<file path="src/nsc_pkg.sv">
package nsc_pkg;

	localparam int MAX_FRAME_LENGTH_DEF = 255;
	localparam int MIN_FRAME = 3;
	localparam int TDATA_W = 32;

	localparam logic [7:0] CH_LINE_FEED = 8'h0A;
	localparam logic [7:0] CH_CARRIAGE_RETURN = 8'h0D;
	localparam logic [7:0] CH_DOLLAR = 8'h24;
	localparam logic [7:0] CH_STAR = 8'h2A;
	localparam logic [7:0] CH_DIGIT_0 = 8'h30;
	localparam logic [7:0] CH_DIGIT_9 = 8'h39;
	localparam logic [7:0] CH_UPPER_A = 8'h41;
	localparam logic [7:0] CH_UPPER_F = 8'h46;
	localparam logic [7:0] CH_LOWER_A = 8'h61;
	localparam logic [7:0] CH_LOWER_F = 8'h66;
	localparam logic [7:0] HEX_LETTER_BASE = 8'd10;

	typedef struct packed {
		logic       is_term;
		logic       is_dollar;
		logic       is_star;
		logic       is_hex;
		logic [3:0] hex_digit;
	} byte_class_t;

	typedef struct packed {
		logic [7:0] frame_length;
		logic [7:0] received_sum;
		logic [7:0] computed_sum;
		logic       star_found;
		logic       frame_ok;
	} frame_result_t;

endpackage

</file>
<file path="src/nmea_sentence_checksum_checker_core.sv">
// NMEA 0183 sentence checksum checker.
// The slave stream carries one received character per beat in s_axis_tdata[7:0].
// CR, LF or '$' ends the current frame, and a '$' also opens the next one.
// Each ended frame of three or more bytes yields one beat on the master stream
// with the verdict, the computed XOR, the received hex checksum and the length.
// Shorter frames are dropped without a beat.
// Each accepted byte is held in an input register and processed once the result
// register is empty or is being taken; the result beat of a terminator is then presented from that register.
// One byte is accepted every cycle as long as the result register is empty or
// is being taken, so the sustained rate is one byte per clock cycle.
// When the receiver stalls with a result waiting, at most one more byte is
// taken into the input register, and only if it is empty; s_axis_tready then
// stays low until the result beat is accepted.
// Reset clears the frame state and both valid flags; the first byte after
// reset starts a new frame.
module nmea_sentence_checksum_checker_core
	import nsc_pkg::*;
#(
	parameter int MAX_FRAME_LENGTH = MAX_FRAME_LENGTH_DEF
) (
	input  logic               clk,
	input  logic               arst_n,
	input  logic               s_axis_tvalid,
	output logic               s_axis_tready,
	input  logic [7:0]         s_axis_tdata,  // [7:0] rx_byte
	output logic               m_axis_tvalid,
	input  logic               m_axis_tready,
	output logic [TDATA_W-1:0] m_axis_tdata   // [0] frame_ok, [1] star_found,
	                                          // [9:2] computed_sum, [17:10] received_sum,
	                                          // [25:18] frame_length, rest zero
);

	logic          valid_s1;
	logic [7:0]    byte_s1;
	logic          out_valid_q;
	frame_result_t out_res_q;
	logic          advance;
	logic          step;
	byte_class_t   cls;
	logic          res_valid;
	frame_result_t res;

	assign advance = !out_valid_q || m_axis_tready;
	assign s_axis_tready = !valid_s1 || advance;
	assign step = valid_s1 && advance;

	nsc_byte_class u_class (
		.rx_byte (byte_s1),
		.cls     (cls)
	);

	nsc_frame_acc #(
		.MAX_FRAME_LENGTH (MAX_FRAME_LENGTH)
	) u_acc (
		.clk       (clk),
		.arst_n    (arst_n),
		.step      (step),
		.rx_byte   (byte_s1),
		.cls       (cls),
		.res_valid (res_valid),
		.res       (res)
	);

	always_ff @(posedge clk or negedge arst_n) begin
		if (!arst_n) begin
			valid_s1 <= 1'b0;
			out_valid_q <= 1'b0;
		end else begin
			if (s_axis_tready) begin
				valid_s1 <= s_axis_tvalid;
			end
			if (advance) begin
				out_valid_q <= res_valid;
			end
		end
	end

	always_ff @(posedge clk) begin
		if (s_axis_tvalid && s_axis_tready) begin
			byte_s1 <= s_axis_tdata;
		end
		if (advance && res_valid) begin
			out_res_q <= res;
		end
	end

	assign m_axis_tvalid = out_valid_q;
	assign m_axis_tdata = {(TDATA_W - $bits(frame_result_t))'(0), out_res_q};

endmodule

</file>
<file path="src/nsc_byte_class.sv">
module nsc_byte_class
	import nsc_pkg::*;
(
	input  logic [7:0]  rx_byte,
	output byte_class_t cls
);

	always_comb begin
		cls.is_term = (rx_byte == CH_LINE_FEED) || (rx_byte == CH_CARRIAGE_RETURN)
			|| (rx_byte == CH_DOLLAR);
		cls.is_dollar = (rx_byte == CH_DOLLAR);
		cls.is_star = (rx_byte == CH_STAR);
		cls.is_hex = 1'b1;
		cls.hex_digit = 4'd0;
		if (rx_byte inside {[CH_DIGIT_0:CH_DIGIT_9]}) begin
			cls.hex_digit = 4'(rx_byte - CH_DIGIT_0);
		end else if (rx_byte inside {[CH_UPPER_A:CH_UPPER_F]}) begin
			cls.hex_digit = 4'(rx_byte - CH_UPPER_A + HEX_LETTER_BASE);
		end else if (rx_byte inside {[CH_LOWER_A:CH_LOWER_F]}) begin
			cls.hex_digit = 4'(rx_byte - CH_LOWER_A + HEX_LETTER_BASE);
		end else begin
			cls.is_hex = 1'b0;
		end
	end

endmodule

</file>
<file path="src/nsc_frame_acc.sv">
module nsc_frame_acc
	import nsc_pkg::*;
#(
	parameter int MAX_FRAME_LENGTH = MAX_FRAME_LENGTH_DEF
) (
	input  logic          clk,
	input  logic          arst_n,
	input  logic          step,
	input  logic [7:0]    rx_byte,
	input  byte_class_t   cls,
	output logic          res_valid,
	output frame_result_t res
);

	localparam int CW = $clog2(MAX_FRAME_LENGTH + 1);

	logic [CW-1:0] count_q, count_d, count_tk;
	logic [7:0]    xor_q, xor_d, xor_tk;
	logic          star_q, star_d, star_tk;
	logic          hex_act_q, hex_act_d, hex_act_tk;
	logic [7:0]    hex_q, hex_d, hex_tk;
	logic [CW-1:0] count_base;
	logic          first;

	// Frame state as seen by a byte that is not a terminator; a '$' starts from a cleared frame.
	always_comb begin
		count_base = cls.is_term ? '0 : count_q;
		first = (count_base == '0);
		count_tk = count_base;
		if (count_base < CW'(MAX_FRAME_LENGTH)) begin
			count_tk = count_base + CW'(1);
		end
		xor_tk = xor_q;
		star_tk = star_q;
		hex_act_tk = hex_act_q;
		hex_tk = hex_q;
		if (!first) begin
			if (!star_q) begin
				if (cls.is_star) begin
					star_tk = 1'b1;
					hex_act_tk = 1'b1;
				end else begin
					xor_tk = xor_q ^ rx_byte;
				end
			end else if (hex_act_q) begin
				if (cls.is_hex) begin
					hex_tk = {hex_q[3:0], cls.hex_digit};
				end else begin
					hex_act_tk = 1'b0;
				end
			end
		end
	end

	always_comb begin
		count_d = count_q;
		xor_d = xor_q;
		star_d = star_q;
		hex_act_d = hex_act_q;
		hex_d = hex_q;
		if (cls.is_term && !cls.is_dollar) begin
			count_d = '0;
			xor_d = '0;
			star_d = 1'b0;
			hex_act_d = 1'b0;
			hex_d = '0;
		end else if (cls.is_dollar) begin
			count_d = count_tk;
			xor_d = '0;
			star_d = 1'b0;
			hex_act_d = 1'b0;
			hex_d = '0;
		end else begin
			count_d = count_tk;
			xor_d = xor_tk;
			star_d = star_tk;
			hex_act_d = hex_act_tk;
			hex_d = hex_tk;
		end
	end

	always_comb begin
		res_valid = step && cls.is_term && (32'(count_q) >= 32'(MIN_FRAME));
		res.frame_ok = star_q && (hex_q == xor_q);
		res.star_found = star_q;
		res.computed_sum = xor_q;
		res.received_sum = star_q ? hex_q : 8'd0;
		res.frame_length = (32'(count_q) > 32'd255) ? 8'hFF : 8'(count_q);
	end

	always_ff @(posedge clk or negedge arst_n) begin
		if (!arst_n) begin
			count_q <= '0;
			xor_q <= '0;
			star_q <= 1'b0;
			hex_act_q <= 1'b0;
			hex_q <= '0;
		end else if (step) begin
			count_q <= count_d;
			xor_q <= xor_d;
			star_q <= star_d;
			hex_act_q <= hex_act_d;
			hex_q <= hex_d;
		end
	end

`ifndef SYNTHESIS
	a_hex_after_star: assert property (@(posedge clk) disable iff (!arst_n)
		hex_act_q |-> star_q) else $error("hex gathering without a star");
	a_empty_frame_clear: assert property (@(posedge clk) disable iff (!arst_n)
		(count_q == '0) |-> (!star_q && xor_q == 8'd0 && hex_q == 8'd0))
		else $error("empty frame holds checksum state");
	a_ok_needs_star: assert property (@(posedge clk) disable iff (!arst_n)
		res_valid && res.frame_ok |-> res.star_found) else $error("pass without a star");
	a_min_length: assert property (@(posedge clk) disable iff (!arst_n)
		res_valid |-> res.frame_length >= 8'(MIN_FRAME)) else $error("short frame reported");
	a_count_step: assert property (@(posedge clk) disable iff (!arst_n)
		!step |=> $stable(count_q)) else $error("frame count moved without a beat");
`endif

endmodule
</file>
<file path="config.mk">
export PLATFORM = sky130hd
export DESIGN_NAME = nmea_sentence_checksum_checker_core
export DESIGN_NICKNAME = d
export VERILOG_FILES = /design/src/nsc_pkg.sv /design/src/nmea_sentence_checksum_checker_core.sv /design/src/nsc_byte_class.sv /design/src/nsc_frame_acc.sv
export SDC_FILE = /design/constraint.sdc
export NUM_CORES = 1
export LEC_CHECK = 0
export BUFFER_PORTS_ARGS = -buffer_cell sky130_fd_sc_hd__buf_4
export CAP_MARGIN = 30
export CORE_ASPECT_RATIO = 0.9
export CORE_MARGIN = 2
export CORE_UTILIZATION = 40
export CTS_BUF_LIST = sky130_fd_sc_hd__clkbuf_4 sky130_fd_sc_hd__clkbuf_8 sky130_fd_sc_hd__clkbuf_16
export CTS_CLUSTER_SIZE = 28
export DETAILED_ROUTE_END_ITERATION = 8
export SYNTH_ARGS = -nofsm -noshare
export SYNTH_HDL_FRONTEND = slang
export SYNTH_SLANG_ARGS = --single-unit
</file>
<file path="constraint.sdc">
create_clock -name clk -period 4.35 [get_ports clk]
set_input_delay 0.435 -clock clk [delete_from_list [all_inputs] [get_ports clk]]
set_output_delay 0.435 -clock clk [all_outputs]
set_load 0.05 [all_outputs]
</file>
==> impl_metrics.json, run 1 <==
{
  "outcome": "finished, final reports clean",
  "ys.flop_type": "edfxtp_1",
  "die_x_um": 94.28,
  "synth.largest_area_cell": "edfxtp_1",
  "post-synth-top-area-fraction": 0.3480,
  "p_leak_uw": 0.001366,
  "via_count_of_the_first_global_routing_pass": 1832,
  "crit_type": "reg -> reg",
  "cts_hold_buf": 0,
  "hold_violations": 0,
  "overflow": 0,
  "fmax_ghz": 0.3295,
  "cts_made_buffers": 9,
  "yosys_warnings": 0,
  "synth_seq_area_share": 0.5868,
  "postCtsSetupBuffers": 0,
  "totalWireLength_um": 5601,
  "clock_path_buffers": 2,
  "max_slew.worst_pin.slew_ns": 0.8140,
  "clk_pin_slew_ns": 0.08,
  "timing.max_slew.rel_slack": 0.4433,
  "final_layout_size_suffix_gt1_frac": 0.2396,
  "clk_root_buffer_cell": "clkbuf_8",
  "async_sr_flop_fraction": 0.4516,
  "worst_ep_arrival_ns": 3.05,
  "timing.critical_path.depth": 7,
  "cp_slowest_stage_delay_ns": 0.60,
  "number_of_antenna_violations_at_the_first_check_in_global_routing": 0,
  "powerDensity_nw_per_um2": 445.4,
  "global_route.usage.total": 0.1577,
  "finClkSkew_ns": 0.01031,
  "nFillCells": 658,
  "antennaDiodeCount": 0,
  "timing.rr.start": "byte_s1[0]$_DFFE_PP_",
  "detail_route.vias_per_cell": 5.084,
  "initial_utilization": 0.4147,
  "synth.top_cells.by_area": "edfxtp_1 (35%), dfrtp_1 (24%), mux2i_1 (4.4%)",
  "grt_setup_unrepaired": "no",
  "layout_min_cycle_time_ns": 3.035,
  "fin_tns_setup_ns": 0,
  "timing.reg2reg.worst_path_depth": 7,
  "worst-path-buf-inv": 2,
  "synth.cell_area_um2": 2934,
  "crit_family": "simple AND/OR/NAND/NOR gates",
  "timing.reg2reg.setup_slack_ns": 1.32,
  "grt_max_degree": 29,
  "boundaryPins": 46,
  "worst_ep_required_time_ns": 4.36,
  "routed-via-count": 1937,
  "numPlacedInstances": 365,
  "fp-row-count": 29,
  "gpl.final_weighted_congestion": 0.8682,
  "first_iter_violations": 182,
  "synth.ff_latch_count": 62,
  "cp_slowest_cell": "nand2_1",
  "number_of_enable_flip_flop_cells_after_synthesis": 34,
  "crit_fanout": 26,
  "worst_skew_pair.late_latency_ns": 0.34,
  "drt_first_pass_iters": 4,
  "io_buffers": 39,
  "floorplan.core_area_um2": 7076,
  "max_cap_violations": 0,
  "critical_path.cell_chain": "inv_1 > ha_1 > nand4b_1 > a31oi_4 > nand2_1 > nor2_2 > buf_4",
  "post-route-drc-count": 0,
  "finish.net_count": 301,
  "final_cells": 381,
  "r2r-end": "m_axis_tdata[8]$_DFFE_PP_",
  "cts_resized": 0,
  "timing.final.setup_violations": 0,
  "grt_pass1_wl_um": 9459,
  "maxSlewViolCount": 0,
  "clock_tree.htree_level_count": 3,
  "detailed_place_hpwl_um": 3871,
  "end_kind": "flop",
  "netlist_instances": 239,
  "critPathLaunchType": "flop",
  "holdCritPathClass": "in -> async",
  "avgRoutedWirePerCell_um": 14.70,
  "tritoncts_num_sinks": 62,
  "cts_tree": "built",
  "die_h_um": 85.25,
  "drt.antenna.violating_nets": 0,
  "final.period_utilization": 0.6977,
  "avgSynthCellArea_um2": 12.28,
  "area.growth.synth_to_final_pct": 18.25,
  "vdd_drop_max_v": 0.0001605,
  "synth_cell_types": 50,
  "dieArea_um2": 8037
}
state kept, by name, summed over array words and instances, names as in the netlist:
name and cells:
m_axis_tdata 26, byte_s1 8, u_acc.count_q 8, u_acc.hex_q 8
u_acc.xor_q 8, m_axis_tvalid 1, u_acc.hex_act_q 1, u_acc.star_q 1
valid_s1 1
how the worst max path moves through the flow:
| stage | start | end | slack, ns |
|---|---|---|---|
| after floorplan | byte_s1[0]$_DFFE_PP_ | m_axis_tdata[0]$_DFFE_PP_ | 1.30 |
| after global placement | byte_s1[0]$_DFFE_PP_ | m_axis_tdata[8]$_DFFE_PP_ | 1.38 |
| after detailed placement | byte_s1[0]$_DFFE_PP_ | m_axis_tdata[9]$_DFFE_PP_ | 1.33 |
| after CTS | byte_s1[0]$_DFFE_PP_ | m_axis_tdata[3]$_DFFE_PP_ | 1.32 |
| after global routing | byte_s1[0]$_DFFE_PP_ | m_axis_tdata[3]$_DFFE_PP_ | 1.03 |
| final | byte_s1[0]$_DFFE_PP_ | m_axis_tdata[8]$_DFFE_PP_ | 1.32 |
cell usage after synthesis, types with 2 or more instances:
library cell  number
a21boi_1           4
a21oi_1            9
a22o_1             2
a32o_1             6
and2_1             7
buf_4             10
dfrtp_1           28
edfxtp_1          34
ha_1               6
inv_1              9
mux2i_1           13
nand2_1           24
nand2b_1           3
nand3_1            3
nand3b_1           2
nand4_1            2
nand4b_1           2
nand4bb_1          2
nor2_1            20
nor2b_1            3
nor3_1             5
nor3_2             2
nor3b_1            2
nor4_1             2
nor4b_1            2
o21ai_0            5
o21bai_1           2
xnor2_1            8
logic make-up (layout without fill, tap and decap cells):
kind of cell | after synthesis | in the layout | synth area share
AOI/OAI and AO/OA | 39 | 39 | 0.1092
xor gates and xnor gates | 9 | 9 | 0.02687
adders and majority gates | 6 | 6 | 0.02559
buffers and inverters | 21 | 65 | 0.04008
DFF | 62 | 62 | 0.5868
muxes | 13 | 13 | 0.04435
other | 1 | 6 | 0.001278
and+or+nand+nor | 88 | 88 | 0.1659
routing by layer:
metal  vias up  track usage  part of all wire
li1        950            -                 -
met1       919       0.2375              0.52
met2        61       0.2130              0.41
met3         7      0.04529             0.047
met4         0      0.06324             0.018
met5         -            0                 0
per-stage QoR:
step | instance area (µm²) | setup slack [ns] | power (µW) | hold WS [ns] | utilization
floorplan | 2953 | 1.300 | 1010 | 0.1394 | -
global placement | 3288 | 1.381 | 1091 | 0.3845 | 0.4647
detailed placement | 3288 | 1.327 | 1094 | 0.3837 | 0.4647
CTS | 3470 | 1.315 | 1556 | 0.01073 | 0.4904
global route | 3470 | 1.034 | 1639 | 0.01906 | 0.4904
finish | 3470 | 1.315 | 1545 | 0.006386 | 0.4904
worst register-to-register path: stages, from the launching register on:
cell and delay, ns:
edfxtp_1 0.51, inv_1 0.17, ha_1 0.20, nand4b_1 0.16, a31oi_4 0.48, nand2_1 0.60
nor2_2 0.24, buf_4 0.34
cell type report:
| cell class | instances | area, µm² | share of cell area |
|---|---|---|---|
| Tap cell | 93 | 116.4 | 0.03354 |
| Inverter | 9 | 33.78 | 0.009737 |
| Multi-Input combinational cell | 161 | 1116 | 0.3217 |
| Timing Repair Buffer | 40 | 300.3 | 0.08655 |
| Clock buffer | 9 | 123.9 | 0.03570 |
| Sequential cell | 62 | 1722 | 0.4962 |
| Clock inverter | 7 | 57.56 | 0.01659 |
cells in the final DEF (no fill, tap or decap), types with 8 or more instances in the layout:
cell / instances
mux2i_1: 13
inv_1: 9
a21oi_1: 9
nor2_1: 19
edfxtp_1: 34
xnor2_1: 8
clkbuf_8: 9
dfrtp_1: 28
buf_4: 40
nand2_1: 24
power by group:
group / internal (µW) / total (µW) / switching (µW)
Clock: 212 / 462 / 250
Sequential: 705 / 813 / 108
Combinational: 133 / 270 / 137
No activity file was read; power rests on OpenSTA's default activity.
==> run 2: changes to the inputs <==
- ABC_AREA: unset -> 1
- clock period: 4.35 -> 2.51 ns (I/O delays scaled with it)
==> run 2 against run 1 <==
Compared with the run above:
- setup slack got worse by 1.1 ns
- die area increased by 8.5%
- cell area increased by 11%
- fmax increased by 34%
- clock skew increased by 0.0070 ns
- critical path type unchanged
- highest routed layer unchanged
==> impl_metrics.json, run 2 <==
{
  "outcome": "finished, final reports clean",
  "avgSynthCellArea_um2": 9.511,
  "netlist_instances": 336,
  "fmax_ghz": 0.4406,
  "clock_power_share": 0.292,
  "critical_path.most_common_cell": "nand2_1",
  "number_of_antenna_violations_at_the_first_check_in_global_routing": 0,
  "cp_slowest_cell": "edfxtp_1",
  "area.growth.synth_to_final_pct": 20.95,
  "detailed_place_hpwl_um": 4420,
  "dieArea_um2": 8721,
  "synth.largest_area_cell": "edfxtp_1",
  "overflow": 0,
  "synth_most_common_cell": "nand2_1",
  "crit_type": "reg -> reg",
  "worst-path-buf-inv": 3,
  "final_layout_size_suffix_gt1_frac": 0.2538,
  "fin_tns_setup_ns": 0,
  "layout_min_cycle_time_ns": 2.269,
  "clk_pin_slew_ns": 0.07,
  "post-synth-top-area-fraction": 0.3195,
  "most-common-layout-cells": "nand2_1 (83), buf_4 (46), inv_1 (38)",
  "seq_power_share": 0.469,
  "synth.cell_area_um2": 3196,
  "dpl_cell_area_um2": 3600,
  "io_buffers": 39,
  "first_iter_violations": 102,
  "worst_ep_arrival_ns": 2.55,
  "grt_max_degree": 29,
  "fp-row-count": 30,
  "critical_path.cell_chain": "inv_2 > ha_1 > nand3_2 > nand2_2 > nand2_4 > nand2_8 > inv_1 > nand2_1 > inv_1 > ha_1 > nand2_1 > nor2_4 > nand3_4 > nand2_1 > nand2_1 > o21ai_1",
  "crit_fanout": 9,
  "routed-via-count": 2320,
  "drt_first_pass_iters": 4,
  "gpl.final_weighted_congestion": 0.9054,
  "boundaryPins": 46,
  "switchingPower_uw": 1074,
  "area_taken_by_multi_input_logic_gates_um2": 1270,
  "nFillCells": 730,
  "via_count_of_the_first_global_routing_pass": 2132,
  "seqCellArea_um2": 1722,
  "critPathLaunchType": "flop",
  "cp_slowest_stage_delay_ns": 0.44,
  "clock_path_buffers": 2,
  "final_common_cell": "nand2_1",
  "hold_violations": 0,
  "worst_skew_pair.late_latency_ns": 0.36,
  "finClkSkew_ns": 0.01733,
  "powerDensity_nw_per_um2": 803.7,
  "total_power_uw": 3106,
  "timing.final.ws_setup_ns": 0.2406,
  "final.period_utilization": 0.9042,
  "maxSlewViolCount": 0,
  "synth.cells.most_frequent": "nand2_1 (83), inv_1 (39), edfxtp_1 (34)",
  "crit_family": "simple AND/OR/NAND/NOR gates",
  "holdCritPathClass": "in -> reg",
  "drt.antenna.violating_nets": 0,
  "synth_cell_types": 40,
  "vdd_drop_max_v": 0.0003796,
  "grt_pass1_wl_um": 10670,
  "floorplan.core_area_um2": 7657,
  "clk_root_buffer_cell": "clkbuf_8",
  "cts_made_buffers": 9,
  "post-route-drc-count": 0,
  "p_leak_uw": 0.001887,
  "synth.ff_latch_count": 62,
  "number_of_enable_flip_flop_cells_after_synthesis": 34,
  "timing.final.setup_violations": 0,
  "totalWireLength_um": 6253,
  "netSwitchingFraction": 0.3459,
  "end_kind": "flop",
  "synth.top_cells.by_area": "edfxtp_1 (32%), dfrtp_1 (22%), nand2_1 (9.7%)",
  "detail_route.vias_per_cell": 4.735,
  "yosys_warnings": 0,
  "post-route-util": 0.5047,
  "comb_power_share": 0.239,
  "antennaDiodeCount": 0,
  "finish.net_count": 407,
  "async_sr_flop_fraction": 0.4516,
  "die_x_um": 98.22,
  "grt_setup_unrepaired": "no",
  "clock_tree.htree_level_count": 3,
  "initial_utilization": 0.4173,
  "max_cap_violations": 0,
  "global_route.usage.total": 0.1608,
  "die_h_um": 88.80,
  "cell_internal_pwr_uw": 2032,
  "largest_register_ffs": 26,
  "cts_tree": "built",
  "place_ws_ns": -0.005165,
  "finish.instance_area_um2": 3865,
  "avgRoutedWirePerCell_um": 12.76,
  "tritoncts_num_sinks": 62,
  "worst_ep_required_time_ns": 2.79,
  "synth_seq_area_share": 0.5388,
  "ys.flop_type": "edfxtp_1"
}
==> run 2: changes by cell type after synthesis, sizes merged, moves of 5 or more <==
cell    change
a21boi      -5
a32o        -6
and2        -7
inv        +36
mux2i      -13
nand2      +66
nand3      +29
nor2        +7
o21ai      +17
xnor2       -7
xor2       +10
==> run 2: cell families after synthesis <==
family                     Yosys count  share of synthesized area
and+or+nand+nor                    164                     0.2486
DFF                                 62                     0.5388
xor gates and xnor gates            12                    0.03289
buffers and inverters               56                    0.07791
other                                1                   0.001174
AOI/OAI and AO/OA                   35                    0.07714
adders and majority gates            6                    0.02349
==> run 2: timing repair <==
item / CTS / global route
gates resized for setup: 1 / 6
gates cloned: 0 / 0
hold buffers: 1 / 0
buffers inserted: 0 / 3
pin swaps: 0 / 1
endpoints found under the hold margin: 28 / 0
endpoints found under the setup margin: 6 / 23
==> run 2: stage by stage <==
stage | hold slack (ns) | cells
final | 0.07578 | 490
after global routing | 0.06143 | 490
after CTS | 0.06539 | 487
after detailed placement | 0.2026 | 470
after global placement | 0.2018 | 470
after floorplan | -0.04459 | 341
==> run 2: path summary, 6_finish.rpt <==
path	from	end	slack (ns)	cells after the start
max	byte_s1[0]$_DFFE_PP_	u_acc.count_q[1]$_DFFE_PN0P_	0.24	16
min reg2reg	u_acc.count_q[6]$_DFFE_PN0P_	m_axis_tdata[24]$_DFFE_PP_	0.45	0
min	s_axis_tdata[4]	byte_s1[4]$_DFFE_PP_	0.08	1
max in group asynchronous	arst_n	u_acc.count_q[4]$_DFFE_PN0P_	1.86	2
max reg2reg	byte_s1[0]$_DFFE_PP_	u_acc.count_q[1]$_DFFE_PN0P_	0.24	16
min in group asynchronous	arst_n	u_acc.xor_q[7]$_DFFE_PN0P_	0.35	2
==> run 2: metal layers <==
metal,up-vias,wire (µm),track usage
li1,1202,-,-
met1,1048,3187,0.2276
met2,59,2674,0.2316
met3,11,259,0.04423
met4,0,130,0.07347
met5,-,0,0
==> run 2: cell type report <==
cell class / instances / area share
well taps: 96 / 0.03108
inverters: 45 / 0.04435
multi-input cells: 223 / 0.3286
clock inverters: 6 / 0.01781
clock buffers: 10 / 0.03561
flip-flops and latches: 62 / 0.4455
repair buffers: 48 / 0.09712
==> run 2: power by group through the flow <==
stage	Sequential (µW)	Clock (µW)	Combinational, µW
floorplan	1390	0	626
global placement	1470	0	702
detailed placement	1470	0	717
CTS	1460	930	730
global route	1480	979	867
finish	1460	908	742
==> run 2: worst register-to-register path, stage by stage, from the launching register on <==
cell	delay (ns)
edfxtp_1	0.44
inv_2	0.08
ha_1	0.23
nand3_2	0.09
nand2_2	0.07
nand2_4	0.09
nand2_8	0.08
inv_1	0.08
nand2_1	0.08
inv_1	0.08
ha_1	0.16
nand2_1	0.10
nor2_4	0.20
nand3_4	0.16
nand2_1	0.09
nand2_1	0.05
o21ai_1	0.13
